$ cat src/sv/hfa_pkg.sv
// ----------------------------------------------------------------------------
// hfa_pkg
// Shared types and constants of the FU-A fragmenter.
// ----------------------------------------------------------------------------
package hfa_pkg;

   localparam logic [12:0] MAX_PAYLOAD_RESET = 13'd1400;
   localparam logic [12:0] MIN_PAYLOAD       = 13'd3;
   localparam logic [7:0]  NRI_MASK          = 8'hE0;
   localparam logic [7:0]  TYPE_MASK         = 8'h1F;
   localparam logic [4:0]  FU_A_TYPE         = 5'd28;
   localparam logic [7:0]  FU_START_BIT      = 8'h80;
   localparam logic [7:0]  FU_END_BIT        = 8'h40;

   // One classified input item: either a single byte result, or an FU
   // indicator, an FU header and a byte.
   typedef struct packed {
      logic       three;
      logic [7:0] indicator;
      logic [7:0] fu_header;
      logic [7:0] data;
      logic       packet_first;
      logic       packet_last;
      logic       unit_last;
   } hfa_desc_type;

endpackage

$ cat src/sv/hfa_front.sv
// ----------------------------------------------------------------------------
// hfa_front
// Tracks the position within the NAL unit and classifies each byte.
// ----------------------------------------------------------------------------
module hfa_front
   import hfa_pkg::*;
(
   input  logic               clock,
   input  logic               reset,
   input  logic               accept,
   input  logic [7:0]         byte_value,
   input  logic [15:0]        unit_length,
   input  logic               csr_write_enable,
   input  logic [12:0]        csr_write_data,
   output logic               desc_valid,
   output hfa_desc_type       desc
);

   logic [12:0] max_payload_ff, max_payload_in;
   logic [15:0] pos_ff, pos_in;
   logic [15:0] held_ff, held_in;
   logic        frag_ff, frag_in;
   logic [7:0]  ind_ff, ind_in;
   logic [4:0]  type_ff, type_in;
   logic [12:0] bip_ff, bip_in;

   logic        is_head;
   logic [15:0] len_eff;
   logic [12:0] eff_payload;
   logic [12:0] cap;
   logic [15:0] cur_len;
   logic        cur_frag;
   logic [7:0]  cur_ind;
   logic [4:0]  cur_type;
   logic [12:0] cur_bip;
   logic        last;
   logic [12:0] bip_inc;
   logic        closes;
   logic [7:0]  fu_header;

   always_comb begin
      is_head     = (pos_ff == 16'd0);
      len_eff     = (unit_length == 16'd0) ? 16'd1 : unit_length;
      eff_payload = (max_payload_ff < MIN_PAYLOAD) ? MIN_PAYLOAD : max_payload_ff;
      cap         = eff_payload - 13'd2;
      cur_len     = is_head ? len_eff : held_ff;
      cur_frag    = is_head ? (len_eff > {3'd0, eff_payload}) : frag_ff;
      cur_ind     = is_head ? ((byte_value & NRI_MASK) | {3'd0, FU_A_TYPE}) : ind_ff;
      cur_type    = is_head ? byte_value[4:0] : type_ff;
      cur_bip     = is_head ? 13'd0 : bip_ff;
      last        = ({1'b0, pos_ff} + 17'd1) >= {1'b0, cur_len};
      bip_inc     = cur_bip + 13'd1;
      closes      = last || (bip_inc >= cap);

      if (pos_ff == 16'd1) begin
         fu_header = FU_START_BIT | {3'd0, cur_type};
      end else if (({1'b0, pos_ff} + {4'd0, cap}) >= {1'b0, cur_len}) begin
         fu_header = FU_END_BIT | {3'd0, cur_type};
      end else begin
         fu_header = {3'd0, cur_type};
      end

      desc.indicator = cur_ind;
      desc.fu_header = fu_header;
      desc.data      = byte_value;
      desc.unit_last = last;
      if (!cur_frag) begin
         desc.three        = 1'b0;
         desc.packet_first = is_head;
         desc.packet_last  = last;
      end else begin
         desc.three        = (cur_bip == 13'd0);
         desc.packet_first = 1'b0;
         desc.packet_last  = closes;
      end
      // the header byte of a split unit is held back
      desc_valid = accept && !(cur_frag && is_head);

      max_payload_in = csr_write_enable ? csr_write_data : max_payload_ff;
      pos_in  = pos_ff;
      held_in = held_ff;
      frag_in = frag_ff;
      ind_in  = ind_ff;
      type_in = type_ff;
      bip_in  = bip_ff;
      if (accept) begin
         held_in = cur_len;
         ind_in  = cur_ind;
         type_in = cur_type;
         if (last) begin
            pos_in  = 16'd0;
            frag_in = 1'b0;
            bip_in  = 13'd0;
         end else begin
            pos_in  = pos_ff + 16'd1;
            frag_in = cur_frag;
            if (!cur_frag || is_head || closes) begin
               bip_in = 13'd0;
            end else begin
               bip_in = bip_inc;
            end
         end
      end
   end

   always_ff @(posedge clock) begin
      if (reset) begin
         max_payload_ff <= MAX_PAYLOAD_RESET;
         pos_ff         <= 16'd0;
         held_ff        <= 16'd0;
         frag_ff        <= 1'b0;
         ind_ff         <= 8'd0;
         type_ff        <= 5'd0;
         bip_ff         <= 13'd0;
      end else begin
         max_payload_ff <= max_payload_in;
         pos_ff         <= pos_in;
         held_ff        <= held_in;
         frag_ff        <= frag_in;
         ind_ff         <= ind_in;
         type_ff        <= type_in;
         bip_ff         <= bip_in;
      end
   end

endmodule

$ cat src/sv/hfa_queue.sv
// ----------------------------------------------------------------------------
// hfa_queue
// Small register queue of classified items between front and back.
// ----------------------------------------------------------------------------
module hfa_queue
   import hfa_pkg::*;
#(
   parameter int DEPTH = 4
)(
   input  logic         clock,
   input  logic         reset,
   input  logic         push,
   input  hfa_desc_type push_data,
   input  logic         pop,
   output logic         full,
   output logic         empty,
   output hfa_desc_type head
);

   localparam int PW = $clog2(DEPTH);
   localparam int CW = $clog2(DEPTH + 1);
   localparam logic [PW-1:0] LAST_SLOT = PW'(DEPTH - 1);
   localparam logic [CW-1:0] DEPTH_CNT = CW'(DEPTH);

   hfa_desc_type  slot_ff [DEPTH];
   logic [PW-1:0] wr_ff, wr_in;
   logic [PW-1:0] rd_ff, rd_in;
   logic [CW-1:0] count_ff, count_in;
   logic          do_push, do_pop;

   always_comb begin
      full    = (count_ff == DEPTH_CNT);
      empty   = (count_ff == '0);
      head    = slot_ff[rd_ff];
      do_push = push && !full;
      do_pop  = pop && !empty;
      wr_in   = do_push ? ((wr_ff == LAST_SLOT) ? '0 : wr_ff + PW'(1)) : wr_ff;
      rd_in   = do_pop ? ((rd_ff == LAST_SLOT) ? '0 : rd_ff + PW'(1)) : rd_ff;
      count_in = count_ff;
      if (do_push && !do_pop) begin
         count_in = count_ff + CW'(1);
      end else if (do_pop && !do_push) begin
         count_in = count_ff - CW'(1);
      end
   end

   always_ff @(posedge clock) begin
      if (do_push) begin
         slot_ff[wr_ff] <= push_data;
      end
   end

   always_ff @(posedge clock) begin
      if (reset) begin
         wr_ff    <= '0;
         rd_ff    <= '0;
         count_ff <= '0;
      end else begin
         wr_ff    <= wr_in;
         rd_ff    <= rd_in;
         count_ff <= count_in;
      end
   end

endmodule

$ cat src/sv/hfa_back.sv
// ----------------------------------------------------------------------------
// hfa_back
// Expands a classified item into result items, one per cycle unless stalled.
// ----------------------------------------------------------------------------
module hfa_back
   import hfa_pkg::*;
(
   input  logic         clock,
   input  logic         reset,
   input  logic         head_empty,
   input  hfa_desc_type head,
   output logic         head_pop,
   output logic         rsp_empty,
   input  logic         rsp_pop,
   output logic [7:0]   rsp_out_byte,
   output logic         rsp_packet_first,
   output logic         rsp_packet_last,
   output logic         rsp_unit_last,
   output logic         rsp_run_last
);

   localparam logic [1:0] PH_INDICATOR = 2'd0;
   localparam logic [1:0] PH_HEADER    = 2'd1;
   localparam logic [1:0] PH_DATA      = 2'd2;

   logic [1:0] phase_ff, phase_in;
   logic       valid_ff, valid_in;
   logic [7:0] byte_ff, byte_in;
   logic       pf_ff, pf_in, pl_ff, pl_in, ul_ff, ul_in, rl_ff, rl_in;
   logic       load;
   logic       final_sub;

   always_comb begin
      load      = !head_empty && (!valid_ff || rsp_pop);
      final_sub = !head.three || (phase_ff == PH_DATA);
      head_pop  = load && final_sub;

      byte_in = byte_ff;
      pf_in   = pf_ff;
      pl_in   = pl_ff;
      ul_in   = ul_ff;
      rl_in   = rl_ff;
      if (load) begin
         if (final_sub) begin
            byte_in = head.data;
            pf_in   = head.packet_first;
            pl_in   = head.packet_last;
            ul_in   = head.unit_last;
            rl_in   = 1'b1;
         end else begin
            byte_in = (phase_ff == PH_INDICATOR) ? head.indicator : head.fu_header;
            pf_in   = (phase_ff == PH_INDICATOR);
            pl_in   = 1'b0;
            ul_in   = 1'b0;
            rl_in   = 1'b0;
         end
      end

      valid_in = load || (valid_ff && !rsp_pop);

      phase_in = phase_ff;
      if (load) begin
         case (phase_ff)
            PH_INDICATOR: phase_in = head.three ? PH_HEADER : PH_INDICATOR;
            PH_HEADER:    phase_in = PH_DATA;
            default:      phase_in = PH_INDICATOR;
         endcase
      end
   end

   always_ff @(posedge clock) begin
      if (reset) begin
         phase_ff <= PH_INDICATOR;
         valid_ff <= 1'b0;
      end else begin
         phase_ff <= phase_in;
         valid_ff <= valid_in;
      end
   end

   always_ff @(posedge clock) begin
      byte_ff <= byte_in;
      pf_ff   <= pf_in;
      pl_ff   <= pl_in;
      ul_ff   <= ul_in;
      rl_ff   <= rl_in;
   end

   assign rsp_empty        = !valid_ff;
   assign rsp_out_byte     = byte_ff;
   assign rsp_packet_first = pf_ff;
   assign rsp_packet_last  = pl_ff;
   assign rsp_unit_last    = ul_ff;
   assign rsp_run_last     = rl_ff;

endmodule

$ cat src/sv/h264_fu_a_fragmenter.sv
// ----------------------------------------------------------------------------
// h264_fu_a_fragmenter
// Payload-side H.264 RTP packetiser (FU-A fragmentation, mode 1).
// ----------------------------------------------------------------------------
// NAL unit bytes come in header byte first, with the unit length sampled on
// that first byte. A unit that fits in max_payload bytes passes through as one
// packet; a longer one has its header held back and is cut into FU-A packets,
// each opened by an FU indicator and FU header item. Input rate is one item
// per cycle while the queue has room: the front end classifies each byte
// combinationally and pushes it into a QUEUE_DEPTH-entry queue. The back end
// drains it at one result item per cycle while the receiver pops, so the byte
// opening an FU packet costs three output items and back-pressures the input
// once the queue fills; otherwise the block streams at one byte per cycle.
// The user must write max_payload through csr_write_enable / csr_write_data
// only while idle; the block does not enforce it. Values below 3 act as 3.
// ----------------------------------------------------------------------------
module h264_fu_a_fragmenter
   import hfa_pkg::*;
#(
   parameter int QUEUE_DEPTH = 4
)(
   input  logic        clock,
   input  logic        reset,
   input  logic        req_push,
   output logic        req_full,
   input  logic [7:0]  req_byte_value,
   input  logic [15:0] req_unit_length,
   output logic        rsp_empty,
   input  logic        rsp_pop,
   output logic [7:0]  rsp_out_byte,
   output logic        rsp_packet_first,
   output logic        rsp_packet_last,
   output logic        rsp_unit_last,
   output logic        rsp_run_last,
   input  logic        csr_write_enable,
   input  logic [12:0] csr_write_data
);

   logic         accept;
   logic         desc_valid;
   hfa_desc_type desc;
   logic         q_empty;
   logic         q_pop;
   hfa_desc_type q_head;

   // an item is taken whenever the queue has a free slot
   assign accept = req_push && !req_full;

   hfa_front u_front (
      .clock            (clock),
      .reset            (reset),
      .accept           (accept),
      .byte_value       (req_byte_value),
      .unit_length      (req_unit_length),
      .csr_write_enable (csr_write_enable),
      .csr_write_data   (csr_write_data),
      .desc_valid       (desc_valid),
      .desc             (desc)
   );

   hfa_queue #(
      .DEPTH (QUEUE_DEPTH)
   ) u_queue (
      .clock     (clock),
      .reset     (reset),
      .push      (desc_valid),
      .push_data (desc),
      .pop       (q_pop),
      .full      (req_full),
      .empty     (q_empty),
      .head      (q_head)
   );

   hfa_back u_back (
      .clock            (clock),
      .reset            (reset),
      .head_empty       (q_empty),
      .head             (q_head),
      .head_pop         (q_pop),
      .rsp_empty        (rsp_empty),
      .rsp_pop          (rsp_pop),
      .rsp_out_byte     (rsp_out_byte),
      .rsp_packet_first (rsp_packet_first),
      .rsp_packet_last  (rsp_packet_last),
      .rsp_unit_last    (rsp_unit_last),
      .rsp_run_last     (rsp_run_last)
   );

   // queue cannot claim full and empty at once
   a_queue_sane: assert property (@(posedge clock) disable iff (reset)
      !(req_full && q_empty))
      else $error("queue full and empty together");

   // indicator and FU header are followed at once by the rest of their run
   a_run_continues: assert property (@(posedge clock) disable iff (reset)
      (!rsp_empty && rsp_pop && !rsp_run_last) |=> !rsp_empty)
      else $error("gap inside an FU packet opening");

   // end of unit always closes the packet and the run
   a_unit_closes: assert property (@(posedge clock) disable iff (reset)
      (!rsp_empty && rsp_unit_last) |-> (rsp_packet_last && rsp_run_last))
      else $error("unit end without packet end");

   // an FU lead-in item never closes a packet
   a_lead_in_open: assert property (@(posedge clock) disable iff (reset)
      (!rsp_empty && !rsp_run_last) |-> !rsp_packet_last)
      else $error("FU lead-in item marked as packet end");

endmodule

$ cat config.mk
export PLATFORM = sky130hd
export DESIGN_NAME = h264_fu_a_fragmenter
export DESIGN_NICKNAME = d
export VERILOG_FILES = /design/src/sv/hfa_pkg.sv /design/src/sv/hfa_front.sv /design/src/sv/hfa_queue.sv /design/src/sv/hfa_back.sv /design/src/sv/h264_fu_a_fragmenter.sv
export SDC_FILE = /design/constraint.sdc
export NUM_CORES = 1
export LEC_CHECK = 0
export BUFFER_PORTS_ARGS = -buffer_cell sky130_fd_sc_hd__clkbuf_2
export CAP_MARGIN = 20
export CORE_MARGIN = 3
export CORE_UTILIZATION = 60
export CTS_CLUSTER_SIZE = 30
export DETAILED_ROUTE_END_ITERATION = 6
export PLACE_DENSITY = 0.78
export SYNTH_ARGS = -nofsm -noshare
export SYNTH_HDL_FRONTEND = slang
export SYNTH_SLANG_ARGS = --single-unit
$ cat constraint.sdc
create_clock -name clock -period 12.4 [get_ports clock]
set_clock_uncertainty 0.2 [all_clocks]
set_input_delay 1.86 -clock clock [delete_from_list [all_inputs] [get_ports clock]]
set_output_delay 1.86 -clock clock [all_outputs]
set_load 0.02 [all_outputs]
==> flow_summary.toml, run 1 <==
[outcome]
status = "finished, final reports clean"

[placed_design]
dpl_cell_area_mm2 = 0.01140
globalplace.congestion = 0.9471
place_hpwl_um = 17850
numPortBuffers = 55

[critical_path]
cpPeakStageDelay_ns = 0.62
r2r_slack_ns = 7.19
crit_required_ns = 12.59
arrival_ns = 5.40
regToRegStartpoint = "u_front.pos_ff[5]"
critPathMaxFanout = 23
slowest_stage = "o211a_1"
end_kind = "flip-flop"
worst-path-buf-inv = 1
crit_type = "reg -> reg"
r2r-end = "u_front.bip_ff[10]"
crit_chain = "nor4_1 -> nand4_1 -> nor2_4 -> buf_4 -> mux2i_1 -> ha_1 -> nand4_1 -> nor4_1 -> nand3_1 -> o211a_1 -> nand4_2 -> o41ai_1"
reg2reg_depth = 12
crit_family = "simple AND/OR/NAND/NOR gates"
startpoint_type = "flip-flop"

[timing]
rsz0062_at_grt = "no"
setup_viol_count_final = 0
layout_min_cycle_time_ns = 5.207
hold_violations = 0
worst_pin_slew_ns = 1.091
maxSlewViolCount = 0
fin_crit_sh_pct = 41.99
max_slew_margin_pct = 27.25
finalSetupTns_ns = 0
clock.fmax_mhz = 192.1

[yosys]
synth-edff-count = 120
yosysWarnings = 0
yosysMostFrequentCell = "nand2_1"
ys_seq_area_share_pct = 48.11
synth_area_per_cell_um2 = 10.59
ys_async_sr_fraction_pct = 0
synth_ff_type = "edfxtp_1"
yosysTopAreaCellShare_pct = 32.80
mappedNetlistNets = 1164
ys_types = 63
netlist_instances = 1037
ys_top_cells_by_area = "edfxtp_1, dfxtp_1, ha_1"
synth_area_leader_cell = "edfxtp_1"
synth_commonest_cells = "nand2_1, edfxtp_1, dfxtp_1"
netlist_area_mm2 = 0.01099
ys_ff_latch = 204

[clock_network]
ctsResizeCount = 0
tritoncts.num_buffers = 21
htreeDepth = 1
cts_hold_buf = 0
clock_sink_count = 204
clockRootBuffer = "clkbuf_16"
insertion_delay_ns = 0.50
clk_pin_slew_ns = 0.06
post_cts_buffers = 0
clk_path_buf_depth = 3
cts_tree = "yes"

[layout]
fin_nets = 1195
n_fill_cell = 1299
final_cell_area_mm2 = 0.01209
n_antenna_cell = 0
seqCellArea_mm2 = 0.005286
multiInputGateArea_mm2 = 0.005290
drive_above_1_share_pct = 13.30
area_growth_syn_to_layout_pct = 10.05

[pwr]
power_density_mw_per_mm2 = 167.8
ir_drop_v = 0.0001575
p_leak_nw = 4.800

[run]
cap_violations = 0

[floorplan]
core_mm2 = 0.01760
rows = 48
ios = 56
die_x_um = 141.3
chipHeight_um = 141.3
die-area_mm2 = 0.01997
initial_utilization_pct = 62.43

[hold_path]
min_from = "u_front.held_ff[5]"
hp-class = "reg -> reg"
hold_path_depth = 2
min_to = "u_front.held_ff[5]"

[detailed_routing]
drc = 0
ant_nets = 0
drt-initial-drc-count = 762
wl_um = 25840
vias_per_cell = 6.156
firstDrtPassIters = 7
via_count = 8052
wl_per_cell_um = 19.75

[global_route]
grt_max_degree = 66
grt_pass1_wl_um = 41250
first_global_vias = 7761
antenna_found_initial = 0
grt.overflow.total = 0
grt_use_total_pct = 25.97
==> cells by family (layout without fill, tap and decap cells) <==
family	count (synthesis)	count (layout)	share of synthesized area (%)
AOI/OAI and AO/OA	174	174	10.03
xor gates and xnor gates	50	50	3.986
adders and majority gates	85	85	9.818
buffers and inverters	105	151	3.884
DFF	204	204	48.11
muxes	59	59	8.462
and+or+nand+nor	360	360	15.71
==> final cells by class <==
type,instances,share of cell area (%)
sequential,204,43.73
timing repair buffer,69,3.281
multi-input combinational,728,43.76
clock buffer,28,4.647
inverter,44,1.366
tap,225,2.329
clock inverter,10,0.8901
==> layer usage <==
metal / track usage (%) / up-vias / wire length (um)
met5: 0 / - / 0
met4: 11.12 / 0 / 1094
met3: 3.910 / 65 / 1747
met2: 42.64 / 306 / 12380
met1: 34.62 / 3825 / 10620
li1: - / 3856 / -
==> flip-flops by register name, indices dropped and copies added (netlist names), named ones only <==
| name | cells |
|---|---|
| u_back.rsp_unit_last | 1 |
| u_back.rsp_out_byte | 8 |
| u_queue.slot_ff | 108 |
| u_front.bip_ff | 13 |
| u_front.ind_ff | 8 |
| u_back.rsp_packet_first | 1 |
| u_front.pos_ff | 16 |
| u_front.max_payload_ff | 13 |
| u_front.type_ff | 5 |
| u_back.rsp_run_last | 1 |
| u_queue.wr_ff | 2 |
| u_back.phase_ff | 2 |
| u_queue.count_ff | 3 |
| u_queue.rd_ff | 2 |
| u_front.held_ff | 16 |
| u_back.rsp_packet_last | 1 |
| u_front.frag_ff | 1 |
| u_back.valid_ff | 1 |
==> worst min-delay path: cells and delay by family, from the launching register on <==
family	cells	cell delay [ns]
and+or+nand+nor	1	0.05
DFF	1	0.30
AOI/OAI and AO/OA	1	0.05
==> worst max path at each step <==
stage / from / to / slack, ns / depth (start not counted)
floorplan: req_unit_length[7] / u_queue.count_ff[2] / 7.56 / 14
global placement: req_unit_length[7] / u_queue.count_ff[2] / 7.14 / 15
detailed placement: req_unit_length[7] / u_front.bip_ff[10] / 7.11 / 10
CTS: u_front.pos_ff[5] / u_front.bip_ff[10] / 7.21 / 18
global route: u_front.pos_ff[5] / u_front.bip_ff[12] / 6.74 / 18
finish: u_front.pos_ff[5] / u_front.bip_ff[10] / 7.19 / 12
==> power by group <==
group          switching [mW]  internal (mW)
clock                   0.256          0.362
sequential             0.0366          0.816
combinational           0.341          0.217
total                   0.633           1.39
==> cells in the final DEF, fill, tap and decap left out, types with 5 or more instances in the layout <==
master	n
nor4_1	16
and2_1	10
o21ai_1	9
o21a_1	8
mux4_2	27
xnor2_1	28
o211ai_1	17
clkbuf_1	6
clkbuf_2	55
nand3_1	50
nand2b_1	6
inv_1	44
nor2_1	59
a21oi_1	59
buf_4	12
nand4_1	19
edfxtp_1	120
and3_1	9
ha_1	83
nor3_1	14
o21bai_1	5
o31ai_1	7
a211oi_1	5
dfxtp_1	83
clkbuf_16	21
mux2i_1	31
o21ai_0	23
a21o_1	6
a31oi_1	5
xor2_1	22
nand2_1	145
==> per-stage QoR <==
stage | power (mW) | setup WS [ns] | hold WS [ns] | util [%] | std cells
2_1_floorplan | 1.252 | 7.560 | 0.2313 | - | 1037
3_3_place_gp | 1.394 | 7.144 | 0.2400 | 64.72 | 1268
3_5_place_dp | 1.415 | 7.108 | 0.2464 | 64.78 | 1269
4_1_cts | 2.035 | 7.210 | 0.2546 | 68.59 | 1307
5_1_grt | 2.127 | 6.735 | 0.2679 | 68.70 | 1308
6_report | 2.028 | 7.193 | 0.2553 | 68.70 | 1308
No activity file was read; power rests on OpenSTA's default activity.
==> inputs of run 2 (changes only) <==
--- a/config.mk
+++ b/config.mk
@@ -8,10 +8,10 @@
 export BUFFER_PORTS_ARGS = -buffer_cell sky130_fd_sc_hd__clkbuf_2
 export CAP_MARGIN = 20
 export CORE_MARGIN = 3
-export CORE_UTILIZATION = 60
+export CORE_UTILIZATION = 56
 export CTS_CLUSTER_SIZE = 30
 export DETAILED_ROUTE_END_ITERATION = 6
-export PLACE_DENSITY = 0.78
+export PLACE_DENSITY = 0.77
 export SYNTH_ARGS = -nofsm -noshare
 export SYNTH_HDL_FRONTEND = slang
 export SYNTH_SLANG_ARGS = --single-unit
==> constraint.sdc (replaced) <==
create_clock -name clock -period 4.4 [get_ports clock]
set_clock_uncertainty 0.2 [all_clocks]
set_input_delay 0.66 -clock clock [delete_from_list [all_inputs] [get_ports clock]]
set_output_delay 0.66 -clock clock [all_outputs]
set_load 0.02 [all_outputs]
==> run 2 against run 1 <==
The flow now finishes with violations (negative setup slack). Sequential share of layout area shrank 3.7 points. Flip-flop and latch count is the same. Combinational power grew to 3.2 times the previous value. Fmax grew 8.0%. Sequential power grew to 2.8 times the previous value. Global-route usage is essentially flat. Wire length grew 8.7%. Via count grew 5.8%. Hold slack lost 0.10 ns. Final cell count grew 9.7%. Largest cell class unchanged. Highest routed layer unchanged.
==> flow_summary.toml, run 2 (synthesis results as in run 1) <==
[outcome]
status = "finished with violations"
violations = "negative setup slack"

[layout]
final_cell_area_mm2 = 0.01321
top_register = "u_queue.slot_ff"
fin_nets = 1286
n_antenna_cell = 0
n_fill_cell = 1423
largest_reg_flops = 108
final_cells = 1435
drive_above_1_share_pct = 23.83
layout_common_cells = "nand2_1, edfxtp_1, buf_4"
reg_top3 = "u_queue.slot_ff x108, u_front.held_ff x16, u_front.pos_ff x16"
final_common_cell = "nand2_1"
area_growth_syn_to_layout_pct = 20.28

[timing]
setup_viol_count_final = 5
clock.fmax_mhz = 207.5
rsz0062_at_grt = "yes"
worst_pin_slew_ns = 0.8943
max_slew_margin_pct = 40.31
fin_crit_sh_pct = 109.6
layout_min_cycle_time_ns = 4.820
worst_slack_ns = -0.4202
maxSlewViolCount = 0
finalSetupTns_ns = -1.679
holdWs_ns = 0.1517
hold_violations = 0

[placed_design]
numPortBuffers = 55
dpl_cell_area_mm2 = 0.01213
globalplace.congestion = 0.9004
dp_cells = 1381
place_hpwl_um = 18980

[pwr]
intPower_mw = 4.134
p_clk_share_pct = 31.2
switching_share_pct = 31.48
p_leak_nw = 5.345
p_comb_share_pct = 29.3
seqPwrFrac_pct = 39.5
ir_drop_v = 0.0002785
power_density_mw_per_mm2 = 456.5
switching_power_mw = 1.899
p_total_mw = 6.033

[global_route]
grt.overflow.total = 0
grt_use_total_pct = 26.00
first_global_vias = 8478
antenna_found_initial = 0
grt_pass1_wl_um = 44750
grt_max_degree = 65

[detailed_routing]
ant_nets = 0
firstDrtPassIters = 5
via_count = 8522
drt-initial-drc-count = 585
wl_um = 28090
vias_per_cell = 5.939
drc = 0
wl_per_cell_um = 19.58

[clock_network]
tritoncts.num_buffers = 22
htreeDepth = 1
clockRootBuffer = "clkbuf_16"
insertion_delay_ns = 0.52
clk_path_buf_depth = 3
cts_tree = "yes"
clock_sink_count = 204
clk_pin_slew_ns = 0.07

[critical_path]
regToRegStartpoint = "u_front.max_payload_ff[7]"
startpoint_type = "flip-flop"
crit_type = "reg -> reg"
end_kind = "flip-flop"
crit_required_ns = 4.42
critPathMaxFanout = 4
startpoint = "u_front.max_payload_ff[7]"
arrival_ns = 4.84

[floorplan]
die_x_um = 146.1
die-area_mm2 = 0.02133
chipHeight_um = 146.1
initial_utilization_pct = 57.76
rows = 50
ios = 56
core_mm2 = 0.01902

[run]
cap_violations = 0

[hold_path]
hp-class = "in -> reg"
min_from = "csr_write_data[3]"
run 2: power by group through the flow:
stage	clock network, mW	logic, mW	registers [mW]
2_1_floorplan	0	1.05	2.48
3_5_place_dp	0	1.67	2.42
5_1_grt	2.00	1.91	2.40
3_3_place_gp	0	1.61	2.41
4_1_cts	1.91	1.71	2.38
6_report	1.88	1.76	2.38
run 2: path summary, 6_finish.rpt:
kind,endpoint,slack (ns),cells after the start
worst max-delay path,u_queue.slot_ff[1][17],-0.42,18
worst min-delay path,u_front.max_payload_ff[3],0.15,3
worst max register to register,u_queue.slot_ff[1][17],-0.42,18
worst min register to register,u_front.held_ff[7],0.25,2
run 2: layout make-up:
type	instances	area, um^2	area share, %
Multi-Input combinational cell	728	5558	42.06
Clock buffer	25	571.8	4.327
Timing Repair Buffer	159	1139	8.617
Sequential cell	204	5288	40.02
Inverter	44	165.2	1.250
Clock inverter	15	167.7	1.269
Tap cell	260	325.3	2.462
run 2: timing repair:
item	4_1_cts	5_1_grt
endpoints found under the hold margin	0	0
buffers inserted	5	7
pin swaps	16	17
hold buffers	0	0
gates resized for setup	23	18
endpoints found under the setup margin	5	16
run 2: worst max-delay path, stage by stage, from the launching register on:
cell       delay, ns
dfxtp_2         0.32
or4_4           0.54
nand4b_1        0.23
buf_4           0.18
buf_4           0.12
and2_1          0.15
nand2_2         0.09
xnor2_2         0.09
ha_2            0.19
or4_4           0.51
o211ai_1        0.18
nand2_1         0.13
buf_4           0.16
a2111oi_0       0.47
or3b_4          0.23
ha_4            0.19
o21a_1          0.19
o221ai_2        0.22
a31oi_4         0.14
run 2: routing by layer:
metal | GRT usage [%] | wire, um
met4 | 9.454 | 1074
met5 | 0 | 0
met3 | 3.414 | 1417
met2 | 45.34 | 13870
met1 | 33.42 | 11730
run 2: through the flow:
stage / worst slack, ns / util [%]
after floorplan: 0.01029 / -
after global placement: -0.2570 / 63.79
after detailed placement: -0.4570 / 63.79
after CTS: -0.2443 / 68.47
after global routing: -0.5745 / 69.48
final: -0.4202 / 69.48
==> inputs of run 3 (changes only) <==
--- a/config.mk
+++ b/config.mk
@@ -5,13 +5,13 @@
 export SDC_FILE = /design/constraint.sdc
 export NUM_CORES = 1
 export LEC_CHECK = 0
-export BUFFER_PORTS_ARGS = -buffer_cell sky130_fd_sc_hd__clkbuf_2
 export CAP_MARGIN = 20
 export CORE_MARGIN = 3
-export CORE_UTILIZATION = 56
+export CORE_UTILIZATION = 58
 export CTS_CLUSTER_SIZE = 30
 export DETAILED_ROUTE_END_ITERATION = 6
-export PLACE_DENSITY = 0.77
+export DONT_BUFFER_PORTS = 1
+export PLACE_DENSITY = 0.76
 export SYNTH_ARGS = -nofsm -noshare
 export SYNTH_HDL_FRONTEND = slang
 export SYNTH_SLANG_ARGS = --single-unit
==> run 3 against run 2 <==
The run still ends with negative setup slack left. Hold slack got worse by 0.14 ns. Wire length fell by 4.3%. Via count fell by 2.5%. Register-to-register slack improved by 0.22 ns. Final area fell by 2.9%. Clock-buffer cell count rose by 4. Die area fell by 3.3%. Sequential power rose by 3%. Fmax rose by 4.8%. Flip-flop and latch count did not move. Setup slack improved by 0.22 ns. Critical endpoint is now u_queue.slot_ff[0][17].
==> flow_summary.toml, run 3 (synthesis results as in run 1) <==
[outcome]
status = "finished with violations"
violations = "negative setup slack"

[placed_design]
dpl_cell_area_mm2 = 0.01190
place_ws_ns = -0.4150
globalplace.congestion = 0.9605
place_hpwl_um = 18300
numPortBuffers = 0
dp_cells = 1306

[floorplan]
core_mm2 = 0.01827
die_x_um = 143.6
chipHeight_um = 143.6
rows = 49
initial_utilization_pct = 60.13
ios = 56
die-area_mm2 = 0.02063

[layout]
n_antenna_cell = 0
final_common_cell = "nand2_1"
drive_above_1_share_pct = 19.50
layout_common_cells = "nand2_1, edfxtp_1, buf_4"
reg_top3 = "u_queue.slot_ff x108, u_front.held_ff x16, u_front.pos_ff x16"
final_cell_area_mm2 = 0.01283
largest_reg_flops = 108
fin_nets = 1235
final_core_util_pct = 70.23
top_register = "u_queue.slot_ff"
area_growth_syn_to_layout_pct = 16.80
final_cells = 1352

[critical_path]
regToRegStartpoint = "u_front.max_payload_ff[7]"
crit_required_ns = 4.41
critPathMaxFanout = 4
crit_type = "reg -> reg"
cpPeakStageDelay_ns = 0.52
startpoint = "u_front.max_payload_ff[7]"
end_kind = "flip-flop"
startpoint_type = "flip-flop"
slowest_stage = "or4_4"
arrival_ns = 4.61
crit_chain = "or4_4 -> nand4b_1 -> nor4_2 -> or2_4 -> ha_2 -> inv_1 -> fa_2 -> nor2b_4 -> o31a_1 -> o2111ai_4 -> a21boi_2 -> o21ai_1 -> xnor2_1 -> ha_2 -> a2111oi_2 -> o31ai_1 -> o221ai_1 -> a31oi_2"
crit_top_cell = "ha_2"

[timing]
clock.fmax_mhz = 217.4
hold_violations = 0
fin_crit_sh_pct = 104.6
layout_min_cycle_time_ns = 4.601
maxSlewViolCount = 0
finalSetupTns_ns = -0.7645
worst_slack_ns = -0.2007
rsz0062_at_grt = "yes"
max_slew_margin_pct = 46.59
setup_viol_count_final = 4
holdWs_ns = 0.009476
worst_pin_slew_ns = 0.7992

[global_route]
grt_max_degree = 66
grt.overflow.total = 0
grt_pass1_wl_um = 42230
antenna_found_initial = 0
grt_use_total_pct = 26.03
first_global_vias = 8126

[clock_network]
insertion_delay_ns = 0.51
clockRootBuffer = "clkbuf_16"
tritoncts.num_buffers = 21
clk_path_buf_depth = 3
cts_tree = "yes"
htreeDepth = 1
cts_hold_buf = 0
clock_sink_count = 204
clk_pin_slew_ns = 0.06

[pwr]
ir_drop_v = 0.0002815
power_density_mw_per_mm2 = 452.6
p_leak_nw = 5.108
p_total_mw = 5.807

[detailed_routing]
vias_per_cell = 6.146
drc = 0
ant_nets = 0
wl_per_cell_um = 19.89
firstDrtPassIters = 5
via_count = 8310
drt-initial-drc-count = 554
wl_um = 26890

[hold_path]
hp-class = "in -> reg"
min_from = "reset"

[run]
cap_violations = 0
## run 3: changes by cell type in the layout (fill, tap and decap cells not counted), moves of 2 or more
| cell | delta |
|---|---|
| buf_4 | +5 |
| clkbuf_2 | -55 |
| clkinv_1 | -2 |
| xnor2_1 | +2 |
| nand2_2 | -2 |
| nand3_2 | -2 |
| nand2_1 | +2 |
| clkinvlp_4 | -3 |
| xnor2_2 | -2 |
| nand3_1 | +2 |
| clkbuf_1 | +4 |
## run 3: final timing paths
check	slack, ns	endpoint	cells past startpoint
worst max-delay path	-0.20	u_queue.slot_ff[0][17]	18
worst min-delay path	0.009	u_front.max_payload_ff[0]	1
worst max register to register	-0.20	u_queue.slot_ff[0][17]	18
worst min register to register	0.25	u_front.held_ff[10]	2
## run 3: layer usage
metal  part of all wire (%)  GRT usage (%)  vias to the layer above
li1                       -              -                     3941
met4                    4.7          11.20                        0
met2                     48          43.93                      306
met3                    6.1          3.461                       77
met5                      0              0                        -
met1                     41          33.87                     3986
## run 3: power breakdown
group,switching (mW),internal [mW]
Combinational,0.872,0.664
Sequential,0.159,2.30
Clock,0.720,1.09
Total,1.75,4.06
## run 3: area by class of cell
cell class	instances	area, um^2
Sequential cell	204	5288
Clock inverter	9	121.4
Multi-Input combinational cell	728	5510
Tap cell	229	286.5
Inverter	44	165.2
Clock buffer	29	575.6
Fill cell	1316	5439
Timing Repair Buffer	109	884.6
## run 3: worst max-delay path, delay by kind of cell (launching register included)
family	cells	cell delay [ns]
fa+ha+maj	3	0.75
flops	1	0.31
xor+xnor	1	0.14
compound gates	8	1.57
buf+inv	1	0.06
simple gates	5	1.28
## run 3: repair_timing
| action | in CTS | in global routing |
|---|---|---|
| gates cloned | 0 | 0 |
| buffers inserted | 4 | 3 |
| resized for setup | 16 | 17 |
| pin swaps | 13 | 7 |
| setup endpoints to repair | 5 | 22 |
| endpoints found under the hold margin | 0 | 0 |
